--- config.mk ---
export PLATFORM = sky130hd
export DESIGN_NAME = frame_charge_combination_filter
export DESIGN_NICKNAME = d
export VERILOG_FILES = /design/src/hw/rtl/fccf_pkg.sv /design/src/hw/rtl/fccf_ram.sv /design/src/hw/rtl/frame_charge_combination_filter.sv
export SDC_FILE = /design/constraint.sdc
export NUM_CORES = 2
export LEC_CHECK = 0
export BUFFER_PORTS_ARGS = -buffer_cell sky130_fd_sc_hd__buf_2
export CAP_MARGIN = 20
export CORE_MARGIN = 4
export CORE_UTILIZATION = 25
export CTS_CLUSTER_SIZE = 40
export DETAILED_ROUTE_END_ITERATION = 6
export PLACE_DENSITY = 0.4
export SYNTH_ARGS = -nofsm -noshare
export SYNTH_HDL_FRONTEND = slang
export SYNTH_HIERARCHICAL = 1
export SYNTH_SLANG_ARGS = --single-unit
export TNS_END_PERCENT = 10
--- constraint.sdc ---
create_clock -name clk -period 18.85 [get_ports clk]
set_input_delay 0 -clock clk [delete_from_list [all_inputs] [get_ports clk]]
set_output_delay 0 -clock clk [all_outputs]
set_load 0.01 [all_outputs]
--- src/hw/rtl/fccf_pkg.sv ---
package fccf_pkg;

    // Row buffer geometry
    localparam int MAX_GROUP_ROWS = 32;
    localparam int ADDR_W = (MAX_GROUP_ROWS > 1) ? $clog2(MAX_GROUP_ROWS) : 1;
    localparam int CNT_W = $clog2(MAX_GROUP_ROWS + 1);

    // Field widths
    localparam int FRAME_W = 32;
    localparam int POS_W = 12;
    localparam int BRIGHT_W = 16;
    localparam int CHARGE_W = 4;
    localparam int FILE_W = 16;
    localparam int TARGET_W = 6;

    // Charges that are counted
    localparam int NUM_CHARGES = 4;
    localparam logic [CHARGE_W-1:0] CHARGE_LOW = 4'd1;
    localparam logic [CHARGE_W-1:0] CHARGE_HIGH = 4'd4;

    // Configuration port
    localparam int CFG_IDX_W = 3;
    localparam int CFG_DATA_W = 16;
    localparam logic [CFG_IDX_W-1:0] REG_TARGET_ONE = 3'd0;
    localparam logic [CFG_IDX_W-1:0] REG_TARGET_TWO = 3'd1;
    localparam logic [CFG_IDX_W-1:0] REG_TARGET_THREE = 3'd2;
    localparam logic [CFG_IDX_W-1:0] REG_TARGET_FOUR = 3'd3;
    localparam logic [CFG_IDX_W-1:0] REG_FILE_NUMBER = 3'd4;
    localparam logic [FILE_W-1:0] FILE_NUMBER_RESET = 16'd1;

    // One buffered row; the frame is common to the group and kept apart
    typedef struct packed {
        logic [POS_W-1:0]    x;
        logic [POS_W-1:0]    y;
        logic [BRIGHT_W-1:0] brightness;
        logic [CHARGE_W-1:0] charge;
    } row_t;

    localparam int ROW_W = $bits(row_t);

    // Sequencer states
    typedef enum logic [2:0] {
        ST_IDLE,
        ST_READ,
        ST_EMIT,
        ST_ADD,
        ST_JUDGE
    } state_t;

endpackage

--- src/hw/rtl/fccf_ram.sv ---
// Simple dual-port RAM, registered read data
module fccf_ram #(
    parameter int WIDTH = 8,
    parameter int DEPTH = 32,
    parameter int AW = (DEPTH > 1) ? $clog2(DEPTH) : 1
) (
    input  logic             clk,
    input  logic             we,
    input  logic [AW-1:0]    waddr,
    input  logic [WIDTH-1:0] wdata,
    input  logic             re,
    input  logic [AW-1:0]    raddr,
    output logic [WIDTH-1:0] rdata
);

    logic [WIDTH-1:0] mem [DEPTH];

    // Write port
    always_ff @(posedge clk)
    begin
        if (we)
        begin
            mem[waddr] <= wdata;
        end
    end

    // Read port, registered read data
    always_ff @(posedge clk)
    begin
        if (re)
        begin
            rdata <= mem[raddr];
        end
    end

endmodule

--- src/hw/rtl/frame_charge_combination_filter.sv ---
// A row that closes nothing is taken in ST_IDLE; one flagged end_of_list also passes
// through ST_JUDGE. Each emitted row takes a row buffer read (ST_READ), then an output
// register load (ST_EMIT) that waits for a free output slot; a new frame closing a match
// adds ST_ADD for the held row. The input is ready only in ST_IDLE and waits while a
// matching group drains. Reset clears control, counters, config and out_valid; the
// held row, the row buffer and the output payload are not cleared.
module frame_charge_combination_filter
    import fccf_pkg::*;
(
    input  logic                  clk,
    input  logic                  rst_n,

    input  logic                  cfg_write,
    input  logic [CFG_IDX_W-1:0]  cfg_index,
    input  logic [CFG_DATA_W-1:0] cfg_data,

    input  logic                  in_valid,
    output logic                  in_ready,
    input  logic [FRAME_W-1:0]    frame_number,
    input  logic [POS_W-1:0]      pos_x,
    input  logic [POS_W-1:0]      pos_y,
    input  logic [BRIGHT_W-1:0]   brightness,
    input  logic [CHARGE_W-1:0]   charge_state,
    input  logic                  end_of_list,

    output logic                  out_valid,
    input  logic                  out_ready,
    output logic [FILE_W-1:0]     out_file_number,
    output logic [FRAME_W-1:0]    out_frame,
    output logic [POS_W-1:0]      out_x,
    output logic [POS_W-1:0]      out_y,
    output logic [BRIGHT_W-1:0]   out_brightness,
    output logic [CHARGE_W-1:0]   out_charge,
    output logic                  last_of_run
);

    // Configuration registers
    logic [TARGET_W-1:0] target_reg [NUM_CHARGES];
    logic [FILE_W-1:0]   file_number_reg;

    // Sequencer
    state_t state_reg, state_next;
    logic   drain_old_reg, drain_old_next;
    logic [CNT_W-1:0] rd_cnt_reg, rd_cnt_next;

    // Held input row
    row_t                row_reg;
    logic [FRAME_W-1:0]  row_frame_reg;
    logic                last_in_reg;

    // Open group state
    logic [FRAME_W-1:0]  group_frame_reg, group_frame_next;
    logic [CNT_W-1:0]    group_count_reg, group_count_next;
    logic                group_open_reg, group_open_next;
    logic [CNT_W-1:0]    charge_cnt_reg [NUM_CHARGES];
    logic [CNT_W-1:0]    charge_cnt_next [NUM_CHARGES];
    logic                foreign_reg, foreign_next;
    logic                overflow_reg, overflow_next;

    // Output register
    logic                out_valid_reg;
    row_t                out_row_reg;
    logic [FILE_W-1:0]   out_file_reg;
    logic [FRAME_W-1:0]  out_frame_reg;
    logic                out_last_reg;

    // Control and datapath signals
    logic                in_xfer;
    logic                close_old;
    logic                match_cur;
    logic                single_match;
    logic                slot_free;
    logic                drain_final;
    logic                emit_load;
    logic                clear_grp;
    logic                add_en;
    logic                add_clear;
    row_t                add_row;
    logic [FRAME_W-1:0]  add_frame;
    logic                add_in_range;
    logic [1:0]          add_idx;
    logic [CNT_W-1:0]    base_count;
    logic                mem_we;
    logic                mem_re;
    row_t                mem_rdata;
    row_t                in_row;
    logic                row_in_range;
    logic [1:0]          row_idx;

    assign in_row = '{x: pos_x, y: pos_y, brightness: brightness, charge: charge_state};

    // Configuration writes
    always_ff @(posedge clk or negedge rst_n)
    begin
        if (!rst_n)
        begin
            for (int i = 0; i < NUM_CHARGES; i++)
            begin
                target_reg[i] <= '0;
            end
            file_number_reg <= FILE_NUMBER_RESET;
        end
        else if (cfg_write)
        begin
            unique case (cfg_index)
                REG_TARGET_ONE:   target_reg[0] <= cfg_data[TARGET_W-1:0];
                REG_TARGET_TWO:   target_reg[1] <= cfg_data[TARGET_W-1:0];
                REG_TARGET_THREE: target_reg[2] <= cfg_data[TARGET_W-1:0];
                REG_TARGET_FOUR:  target_reg[3] <= cfg_data[TARGET_W-1:0];
                REG_FILE_NUMBER:  file_number_reg <= cfg_data[FILE_W-1:0];
                default:          ;
            endcase
        end
    end

    // Group judgement against the target multiset
    always_comb
    begin
        match_cur = group_open_reg && !foreign_reg && !overflow_reg;
        for (int i = 0; i < NUM_CHARGES; i++)
        begin
            if (TARGET_W'(charge_cnt_reg[i]) != target_reg[i])
            begin
                match_cur = 1'b0;
            end
        end
    end

    // Would the held row alone, as a one-row group, match
    assign row_in_range = (row_reg.charge >= CHARGE_LOW) && (row_reg.charge <= CHARGE_HIGH);
    assign row_idx = 2'(row_reg.charge - CHARGE_LOW);

    always_comb
    begin
        single_match = row_in_range;
        for (int i = 0; i < NUM_CHARGES; i++)
        begin
            if (target_reg[i] != ((2'(i) == row_idx) ? TARGET_W'(1) : TARGET_W'(0)))
            begin
                single_match = 1'b0;
            end
        end
    end

    assign in_xfer = in_valid && in_ready;
    assign close_old = group_open_reg && (frame_number != group_frame_reg);
    assign slot_free = !out_valid_reg || out_ready;
    assign drain_final = (CNT_W'(rd_cnt_reg + 1'b1) == group_count_reg);

    // Next state
    always_comb
    begin
        state_next = state_reg;
        unique case (state_reg)
            ST_IDLE:
            begin
                if (in_xfer)
                begin
                    if (close_old && match_cur)
                    begin
                        state_next = ST_READ;
                    end
                    else if (end_of_list)
                    begin
                        state_next = ST_JUDGE;
                    end
                end
            end
            ST_READ:
            begin
                state_next = ST_EMIT;
            end
            ST_EMIT:
            begin
                if (slot_free)
                begin
                    if (!drain_final)
                    begin
                        state_next = ST_READ;
                    end
                    else if (drain_old_reg)
                    begin
                        state_next = ST_ADD;
                    end
                    else
                    begin
                        state_next = ST_IDLE;
                    end
                end
            end
            ST_ADD:
            begin
                state_next = last_in_reg ? ST_JUDGE : ST_IDLE;
            end
            ST_JUDGE:
            begin
                state_next = match_cur ? ST_READ : ST_IDLE;
            end
            default:
            begin
                state_next = ST_IDLE;
            end
        endcase
    end

    // Sequencer outputs
    always_comb
    begin
        in_ready = 1'b0;
        mem_re = 1'b0;
        emit_load = 1'b0;
        clear_grp = 1'b0;
        add_en = 1'b0;
        add_clear = 1'b0;
        add_row = in_row;
        add_frame = frame_number;
        drain_old_next = drain_old_reg;
        rd_cnt_next = rd_cnt_reg;
        unique case (state_reg)
            ST_IDLE:
            begin
                in_ready = 1'b1;
                rd_cnt_next = '0;
                drain_old_next = 1'b1;
                add_en = in_xfer && !(close_old && match_cur);
                add_clear = close_old;
            end
            ST_READ:
            begin
                mem_re = 1'b1;
            end
            ST_EMIT:
            begin
                emit_load = slot_free;
                if (slot_free)
                begin
                    rd_cnt_next = CNT_W'(rd_cnt_reg + 1'b1);
                    clear_grp = drain_final && !drain_old_reg;
                end
            end
            ST_ADD:
            begin
                add_en = 1'b1;
                add_clear = 1'b1;
                add_row = row_reg;
                add_frame = row_frame_reg;
            end
            ST_JUDGE:
            begin
                rd_cnt_next = '0;
                drain_old_next = 1'b0;
                clear_grp = !match_cur;
            end
            default:
            begin
            end
        endcase
    end

    // Group update: clear on close, or take in one row
    assign add_in_range = (add_row.charge >= CHARGE_LOW) && (add_row.charge <= CHARGE_HIGH);
    assign add_idx = 2'(add_row.charge - CHARGE_LOW);
    assign base_count = add_clear ? '0 : group_count_reg;
    assign mem_we = add_en && (base_count < CNT_W'(MAX_GROUP_ROWS));

    always_comb
    begin
        group_frame_next = group_frame_reg;
        group_count_next = group_count_reg;
        group_open_next = group_open_reg;
        foreign_next = foreign_reg;
        overflow_next = overflow_reg;
        for (int i = 0; i < NUM_CHARGES; i++)
        begin
            charge_cnt_next[i] = charge_cnt_reg[i];
        end
        if (clear_grp)
        begin
            group_count_next = '0;
            group_open_next = 1'b0;
            foreign_next = 1'b0;
            overflow_next = 1'b0;
            for (int i = 0; i < NUM_CHARGES; i++)
            begin
                charge_cnt_next[i] = '0;
            end
        end
        else if (add_en)
        begin
            if (add_clear)
            begin
                foreign_next = 1'b0;
                overflow_next = 1'b0;
                for (int i = 0; i < NUM_CHARGES; i++)
                begin
                    charge_cnt_next[i] = '0;
                end
            end
            if (add_clear || !group_open_reg)
            begin
                group_frame_next = add_frame;
            end
            group_open_next = 1'b1;
            group_count_next = base_count;
            if (!mem_we)
            begin
                overflow_next = 1'b1;
            end
            else
            begin
                group_count_next = CNT_W'(base_count + 1'b1);
                if (add_in_range)
                begin
                    charge_cnt_next[add_idx] = CNT_W'(charge_cnt_next[add_idx] + 1'b1);
                end
                else
                begin
                    foreign_next = 1'b1;
                end
            end
        end
    end

    // Row buffer
    fccf_ram #(
        .WIDTH (ROW_W),
        .DEPTH (MAX_GROUP_ROWS)
    ) u_row_ram (
        .clk   (clk),
        .we    (mem_we),
        .waddr (base_count[ADDR_W-1:0]),
        .wdata (add_row),
        .re    (mem_re),
        .raddr (rd_cnt_reg[ADDR_W-1:0]),
        .rdata (mem_rdata)
    );

    // Control and group state registers
    always_ff @(posedge clk or negedge rst_n)
    begin
        if (!rst_n)
        begin
            state_reg <= ST_IDLE;
            drain_old_reg <= 1'b0;
            rd_cnt_reg <= '0;
            group_frame_reg <= '0;
            group_count_reg <= '0;
            group_open_reg <= 1'b0;
            foreign_reg <= 1'b0;
            overflow_reg <= 1'b0;
            for (int i = 0; i < NUM_CHARGES; i++)
            begin
                charge_cnt_reg[i] <= '0;
            end
        end
        else
        begin
            state_reg <= state_next;
            drain_old_reg <= drain_old_next;
            rd_cnt_reg <= rd_cnt_next;
            group_frame_reg <= group_frame_next;
            group_count_reg <= group_count_next;
            group_open_reg <= group_open_next;
            foreign_reg <= foreign_next;
            overflow_reg <= overflow_next;
            for (int i = 0; i < NUM_CHARGES; i++)
            begin
                charge_cnt_reg[i] <= charge_cnt_next[i];
            end
        end
    end

    // Held copy of the accepted row
    always_ff @(posedge clk)
    begin
        if (in_xfer)
        begin
            row_reg <= in_row;
            row_frame_reg <= frame_number;
            last_in_reg <= end_of_list;
        end
    end

    // Output register valid
    always_ff @(posedge clk or negedge rst_n)
    begin
        if (!rst_n)
        begin
            out_valid_reg <= 1'b0;
        end
        else if (emit_load)
        begin
            out_valid_reg <= 1'b1;
        end
        else if (out_ready)
        begin
            out_valid_reg <= 1'b0;
        end
    end

    // Output register payload; the old group's last row is final only if
    // the held row will not go out as a one-row group after it
    always_ff @(posedge clk)
    begin
        if (emit_load)
        begin
            out_row_reg <= mem_rdata;
            out_file_reg <= file_number_reg;
            out_frame_reg <= group_frame_reg;
            out_last_reg <= drain_final && !(drain_old_reg && last_in_reg && single_match);
        end
    end

    assign out_valid = out_valid_reg;
    assign out_file_number = out_file_reg;
    assign out_frame = out_frame_reg;
    assign out_x = out_row_reg.x;
    assign out_y = out_row_reg.y;
    assign out_brightness = out_row_reg.brightness;
    assign out_charge = out_row_reg.charge;
    assign last_of_run = out_last_reg;

endmodule
* After elaboration in Yosys (flattened, before gate mapping) *
Memories as Yosys holds them, arrays and structs flattened. A register that Yosys moved wholly into a read port is not among the register bits.
Index checks and enable logic that the tools add are counted.

word-level totals
  register bits after elaboration = 286
  latch bits = 0
  memory bits (writable) = 1408
  bits in read-only memories = 0
  output and inout bits = 95
  memories kept = 1

memory list
  memory         words  width  rd ports  clocked after memory_dff  write ports  RTL line        RTL
  u_row_ram.mem  32     44     1         1                         1            fccf_ram.sv:16  logic [WIDTH-1:0] mem [DEPTH];

cells by class
  add/sub/neg operators = 5
  multiply operators = 0
  div/mod/pow operators = 0
  $lt $le $gt $ge = 7
  equal/unequal tests = 25
  shift operators = 0
  muxes and demuxes = 65
  bitwise logic cells = 2
  reductions and logical operators = 41

operators with widths
  kind                                                               count
  2-to-1 mux 24 bit                                                  7
  2-to-1 mux 6 bit                                                   8
  2-to-1 mux 44 bit                                                  1
  2-to-1 mux 1 bit                                                   32
  2-to-1 mux 32 bit                                                  1
  != test 32 bit                                                     1
  bitwise mux 24 bit                                                 1
  != test 6 x 1 -> 1 bit                                             4
  != test 6 bit                                                      4
  adder 6 x 1 -> 6 bit, second input constant                        3
  2-to-1 mux 3 bit                                                   5
  case mux 3 bit (5 select lines)                                    1
  logical AND 1 bit                                                  14
  AND reduction 2 bit                                                7
  binary-select mux 6 bit (select 2 bit)                             1
  demux 6 bit (select 2 bit)                                         1
  equality test 3 x 2 -> 1 bit, second input constant                4
  case mux 6 bit (2 select lines)                                    1
  greater-or-equal comparator 4 x 1 -> 1 bit, second input constant  2
  less-or-equal comparator 4 x 3 -> 1 bit, second input constant     2
  logical NOT 1 bit                                                  8
  case mux 1 bit (2 select lines)                                    4
  nonzero test 2 bit                                                 4
  equality test 3 x 1 -> 1 bit, second input constant                2
  18 further kinds                                                   27

* Depth between registers and ports, before layout *
  depth in word-level cells = 22
  gate-level depth with buffers = 15
  depth with buffers taken out = 12

* Modules after synthesis *
Netlist, hierarchy kept.

by module, submodules not included
  module                           instances  cells each  area each (µm²)  seq. area each (µm²)
  fccf_ram                         1          3090        55963.7          43601.8
  frame_charge_combination_filter  1          928         11957.7          8008.9

* Least setup slack after synthesis *
No wires, ideal clock.

  path kind = register to register
  from = register state_reg[0]
  to = memory u_row_ram/mem[12][0] in the netlist's numbering, enable pin
  library setup time = 0.446 ns
  arrival time = 6.979 ns
  setup slack = 11.425 ns
  stages on the path, launching flop included = 12
  clock period less this slack = 7.425 ns
  cell sequence = dfrtp_1 buf_2 or3_1 inv_1 and2_0 o21ai_4 a21oi_2 buf_6 buf_6 or3b_2 clkbuf_1 nor2_1

between the ends
  cells in the longest elaborated chain, start to end = 8
  elaborated cells between the ends (all ways) = 12
  those cells by class = order compare (1); eq/ne (1); mux (6); reduce/logical (4)

RTL lines
  what                                    RTL line                                RTL
  from (decl)                             frame_charge_combination_filter.sv:42   state_t state_reg, state_next;
  from (signal assigned)                  frame_charge_combination_filter.sv:358  state_reg <= state_next;
  logical NOT 3 bit                       frame_charge_combination_filter.sv:219  unique case (state_reg)
  2-to-1 mux 1 bit                        frame_charge_combination_filter.sv:219
  named net in_ready                      frame_charge_combination_filter.sv:18   output logic in_ready,
  logical AND 1 bit                       frame_charge_combination_filter.sv:145  assign in_xfer = in_valid && in_ready;
  named net in_xfer                       frame_charge_combination_filter.sv:68   logic in_xfer;
  logical AND 1 bit                       frame_charge_combination_filter.sv:225  add_en = in_xfer && !(close_old && match_cur);
  case mux 1 bit (2 select lines)         frame_charge_combination_filter.sv:219
  logical AND 1 bit                       frame_charge_combination_filter.sv:264  assign mem_we = add_en && (base_count < CNT_W'(MAX_GROUP_ROWS));
  named net mem_we                        frame_charge_combination_filter.sv:83   logic mem_we;
  2-to-1 mux 1 bit                        fccf_ram.sv:21                          if (we)
  2-to-1 mux 1 bit (implied by the code)  fccf_ram.sv:23                          mem[waddr] <= wdata;
  to (decl)                               fccf_ram.sv:16

The timed path passes the listed nets, and every way through them passes these cells.

* Worst setup path in the final report *
  from = register group_frame_reg[21]
  to = memory u_row_ram/mem[17][38] in the netlist's numbering, enable pin

between the ends
  elaborated cells between the ends (all ways) = 12
  those cells by class = order compare (1); eq/ne (1); mux (5); reduce/logical (5)

RTL lines
  what                                    RTL line                                RTL
  from (decl)                             frame_charge_combination_filter.sv:52   logic [FRAME_W-1:0] group_frame_reg, group_frame_next;
  from (signal assigned)                  frame_charge_combination_filter.sv:361  group_frame_reg <= group_frame_next;
  != test 32 bit (*)                      frame_charge_combination_filter.sv:146  assign close_old = group_open_reg && (frame_number != group_frame_reg);
  logical AND 1 bit (*)                   frame_charge_combination_filter.sv:146
  case mux 1 bit (2 select lines) (*)     frame_charge_combination_filter.sv:219
  2-to-1 mux 6 bit (*)                    frame_charge_combination_filter.sv:263  assign base_count = add_clear ? '0 : group_count_reg;
  named net base_count[0]                 frame_charge_combination_filter.sv:82   logic [CNT_W-1:0] base_count;
  < comparator 6 bit                      frame_charge_combination_filter.sv:264
  logical AND 1 bit                       frame_charge_combination_filter.sv:264
  2-to-1 mux 1 bit                        fccf_ram.sv:21
  2-to-1 mux 1 bit (implied by the code)  fccf_ram.sv:23

The timed path passes the listed nets; every way through them passes the cells marked *.

==> results_dict.tcl <==
set metrics [dict create \
    p_int_w 0.006612 \
    p_sw_frac 0.2300 \
    regToRegEndpoint "u_row_ram/mem[17][38]" \
    cap_viol_max_count 0 \
    routed_wl_um 197100 \
    synth_nets 4127 \
    syn_area_per_cell_um2 16.90 \
    fp.dieH_um 529.2 \
    synth_edf_count 1622 \
    drc_errors 0 \
    async_reset_ff_frac 0.06674 \
    synth_top_area_cell "edfxtp_1" \
    antenna_found_initial 11 \
    first_global_vias 37830 \
    clkPwrFrac 0.422 \
    crit_arrival_ns 6.03 \
    synth_flop_cell "edfxtp_1" \
    gp_congestion 0.7220 \
    grt_pass1_wl_um 282900 \
    reg2reg_from "group_frame_reg[21]" \
    insertion_delay_ns 0.84 \
    rows 191 \
    slew_headroom 0.2581 \
    dp_slack_ns 13.25 \
    first_iter_violations 2409 \
    p_comb_frac 0.059 \
    yosysMostFrequentCell "edfxtp_1" \
    cp_max_fo 27 \
    multiInputGateArea_mm2 0.01541 \
    numPortBuffers 195 \
    synth_area_mm2 0.06792 \
    wl_per_cell_um 23.86 \
    p_per_area_mw_per_mm2 104.8 \
    first_pass_iters 5 \
    synth_cells 4018 \
    cts_tree "built" \
    ys_seq_elements 1738 \
    yosysSeqAreaShare 0.7599 \
    via_per_inst 4.440 \
    grt_max_degree 128 \
    r2r_setup_slack_ns 13.25 \
    start_util 0.2511 \
    drive_gt1_frac 0.1458 \
    max_freq_mhz 178.4 \
    outcome "completed" \
    postLayoutCoreUtil 0.3029 \
    worstMarginPinSlew_ns 1.113 \
    final_hold_viol_count 0 \
    yosys.area.top_type_share 0.7171 \
    drv_slew 0 \
    setup_viol 0 \
    core-area_mm2 0.2705 \
    rsz0062_at_grt "false" \
    r2r_cells 9 \
    synth_common_cells "1622 x edfxtp_1, 711 x mux2i_1, 344 x nand2_1" \
    worst-endpoint-required_ns 19.27 \
    overflow 0 \
    fin_nets 4630 \
    seq_area_mm2 0.05161 \
    fillers 26810 \
    fin_ws_ns 13.25 \
    cts_buffer_depth 3 \
    postPlaceCellArea_mm2 0.07348 \
    post_cts_buffers 0 \
    cp-end-kind "flop" \
    cts_root_buffer "clkbuf_16" \
    min_path_type "primary input to flop" \
    clock-skew-final_ns 0.05088 \
    cts_resized 0 \
    numCtsBuffers 194 \
    largest_reg_flops 1408 \
    ir_drop_mv 0.09699 \
    area_growth_pct 20.62 \
    drtAntennaViolNets 0 \
    worst_hold_path.endpoint "state_reg[1]" \
    cp-start-kind "flop" \
    numClockSinks 1738 \
    hpwl_um 108400 \
    hold_start "out_ready" \
    fin_crit_sh 0.2973 \
    dieArea_mm2 0.2801 \
    synth_cell_type_count 66 \
    clk_pin_slew_ns 0.06 \
    synth_area_leaders "edfxtp_1 72%, mux2i_1 10%, dfrtp_1 4.2%" \
    final_cell_area_mm2 0.08193 \
    fin_tns_setup_ns 0 \
    htree_levels 4 \
    yosys_warnings 6 \
    holdPathStages 4 \
    min_period_ns 5.605 \
    grt_usage 0.1386 \
    vias 36670 \
    power.share.sequential 0.519 \
    pin_count 196 \
    die_w_um 529.2 \
    leakage_nw 25.65 \
    path_class "flop to flop" \
    power_switching_w 0.001975 \
]
## worst max-delay path, stage by stage, from the launching register on
cell and delay (ns):
dfrtp_1 0.41, xor2_1 0.16, nor4_1 0.63, nand4_1 0.27, o21ai_2 0.53, o21a_1 0.53
and2_1 0.29, nand3b_1 0.61, nor2_4 0.99, buf_4 0.71
## kinds of logic (layout without fill, tap and decap cells)
family | count (synthesis) | after routing | synth area share
flops | 1738 | 1738 | 0.7599
mux | 757 | 757 | 0.1131
simple gates | 702 | 702 | 0.04605
compound gates | 512 | 512 | 0.05234
buf+inv | 229 | 895 | 0.01792
xor+xnor | 72 | 72 | 0.009284
fa+ha+maj | 8 | 8 | 0.001474
other cells | 0 | 5 | 0
## layer usage
metal  GRT usage  routed length, um  part of all wire  vias up
met5           0                 10          0.000051        -
met1      0.1865              90180              0.46    19150
met2      0.2360              97480              0.49      561
met4     0.03354               3720             0.019        2
met3     0.01884               5681             0.029      249
li1            -                  -                 -    16710
## power by group through the flow
stage / Combinational, W / Clock [W] / Sequential, W
after global placement: 0.000467 / 0 / 0.00453
after floorplan: 0.000271 / 0 / 0.00452
after detailed placement: 0.000472 / 0 / 0.00454
final: 0.000510 / 0.00362 / 0.00446
after CTS: 0.000516 / 0.00374 / 0.00446
after global routing: 0.000561 / 0.00391 / 0.00447
## what timing repair did
action | 4_1_cts | 5_1_grt
hold buffers | 209 | 0
endpoints found under the setup margin | 0 | 0
hold endpoints to repair | 1083 | 0
## worst max path at each step
| stage | from | end | slack, ns | depth (start not counted) |
|---|---|---|---|---|
| CTS | group_frame_reg[21] | u_row_ram/mem[17][38] | 13.21 | 9 |
| finish | group_frame_reg[21] | u_row_ram/mem[17][38] | 13.25 | 9 |
| floorplan | state_reg[0] | u_row_ram/mem[12][0] | 11.43 | 11 |
| global placement | group_frame_reg[21] | u_row_ram/mem[21][13] | 13.20 | 9 |
| detailed placement | group_frame_reg[21] | u_row_ram/mem[17][33] | 13.25 | 9 |
| global route | group_frame_reg[21] | u_row_ram/mem[17][37] | 13.09 | 9 |
## placed cells by master, fill, tap and decap left out, drive strengths merged, types with 8 or more instances in the layout
cell | synthesis | final
a21oi | 139 | 139
a22o | 98 | 98
a22oi | 134 | 134
a31oi | 78 | 78
a32o | 15 | 15
and2 | 11 | 11
buf | 132 | 310
bufinv | 0 | 9
clkbuf | 80 | 243
clkinv | 0 | 97
dfrtp | 115 | 115
dlygate4sd3 | 0 | 208
edfxtp | 1622 | 1622
ha | 8 | 8
inv | 17 | 23
mux2 | 42 | 42
mux2i | 711 | 711
nand2 | 344 | 344
nand3 | 147 | 147
nor2 | 87 | 87
nor3 | 52 | 52
nor4 | 18 | 18
o21ai | 27 | 27
xnor2 | 13 | 13
xor2 | 59 | 59
## per-stage QoR
step,hold slack [ns],total power (W),cells
after floorplan,-0.2956,0.004787,4018
after global placement,0.1175,0.005000,7667
after detailed placement,0.1116,0.005010,7675
after CTS,0.1060,0.008715,8243
after global routing,0.1171,0.008939,8256
final,0.1459,0.008586,8259
## layout make-up
cell class                      count  area share
Antenna cell                        5   0.0001527
Multi-Input combinational cell   2051      0.1881
Sequential cell                  1738      0.6300
Inverter                           17   0.0008399
Timing Repair Buffer              519     0.05253
Clock inverter                    117     0.01156
Tap cell                         3570     0.05452
Clock buffer                      242     0.06234
No activity file was read; power rests on OpenSTA's default activity.
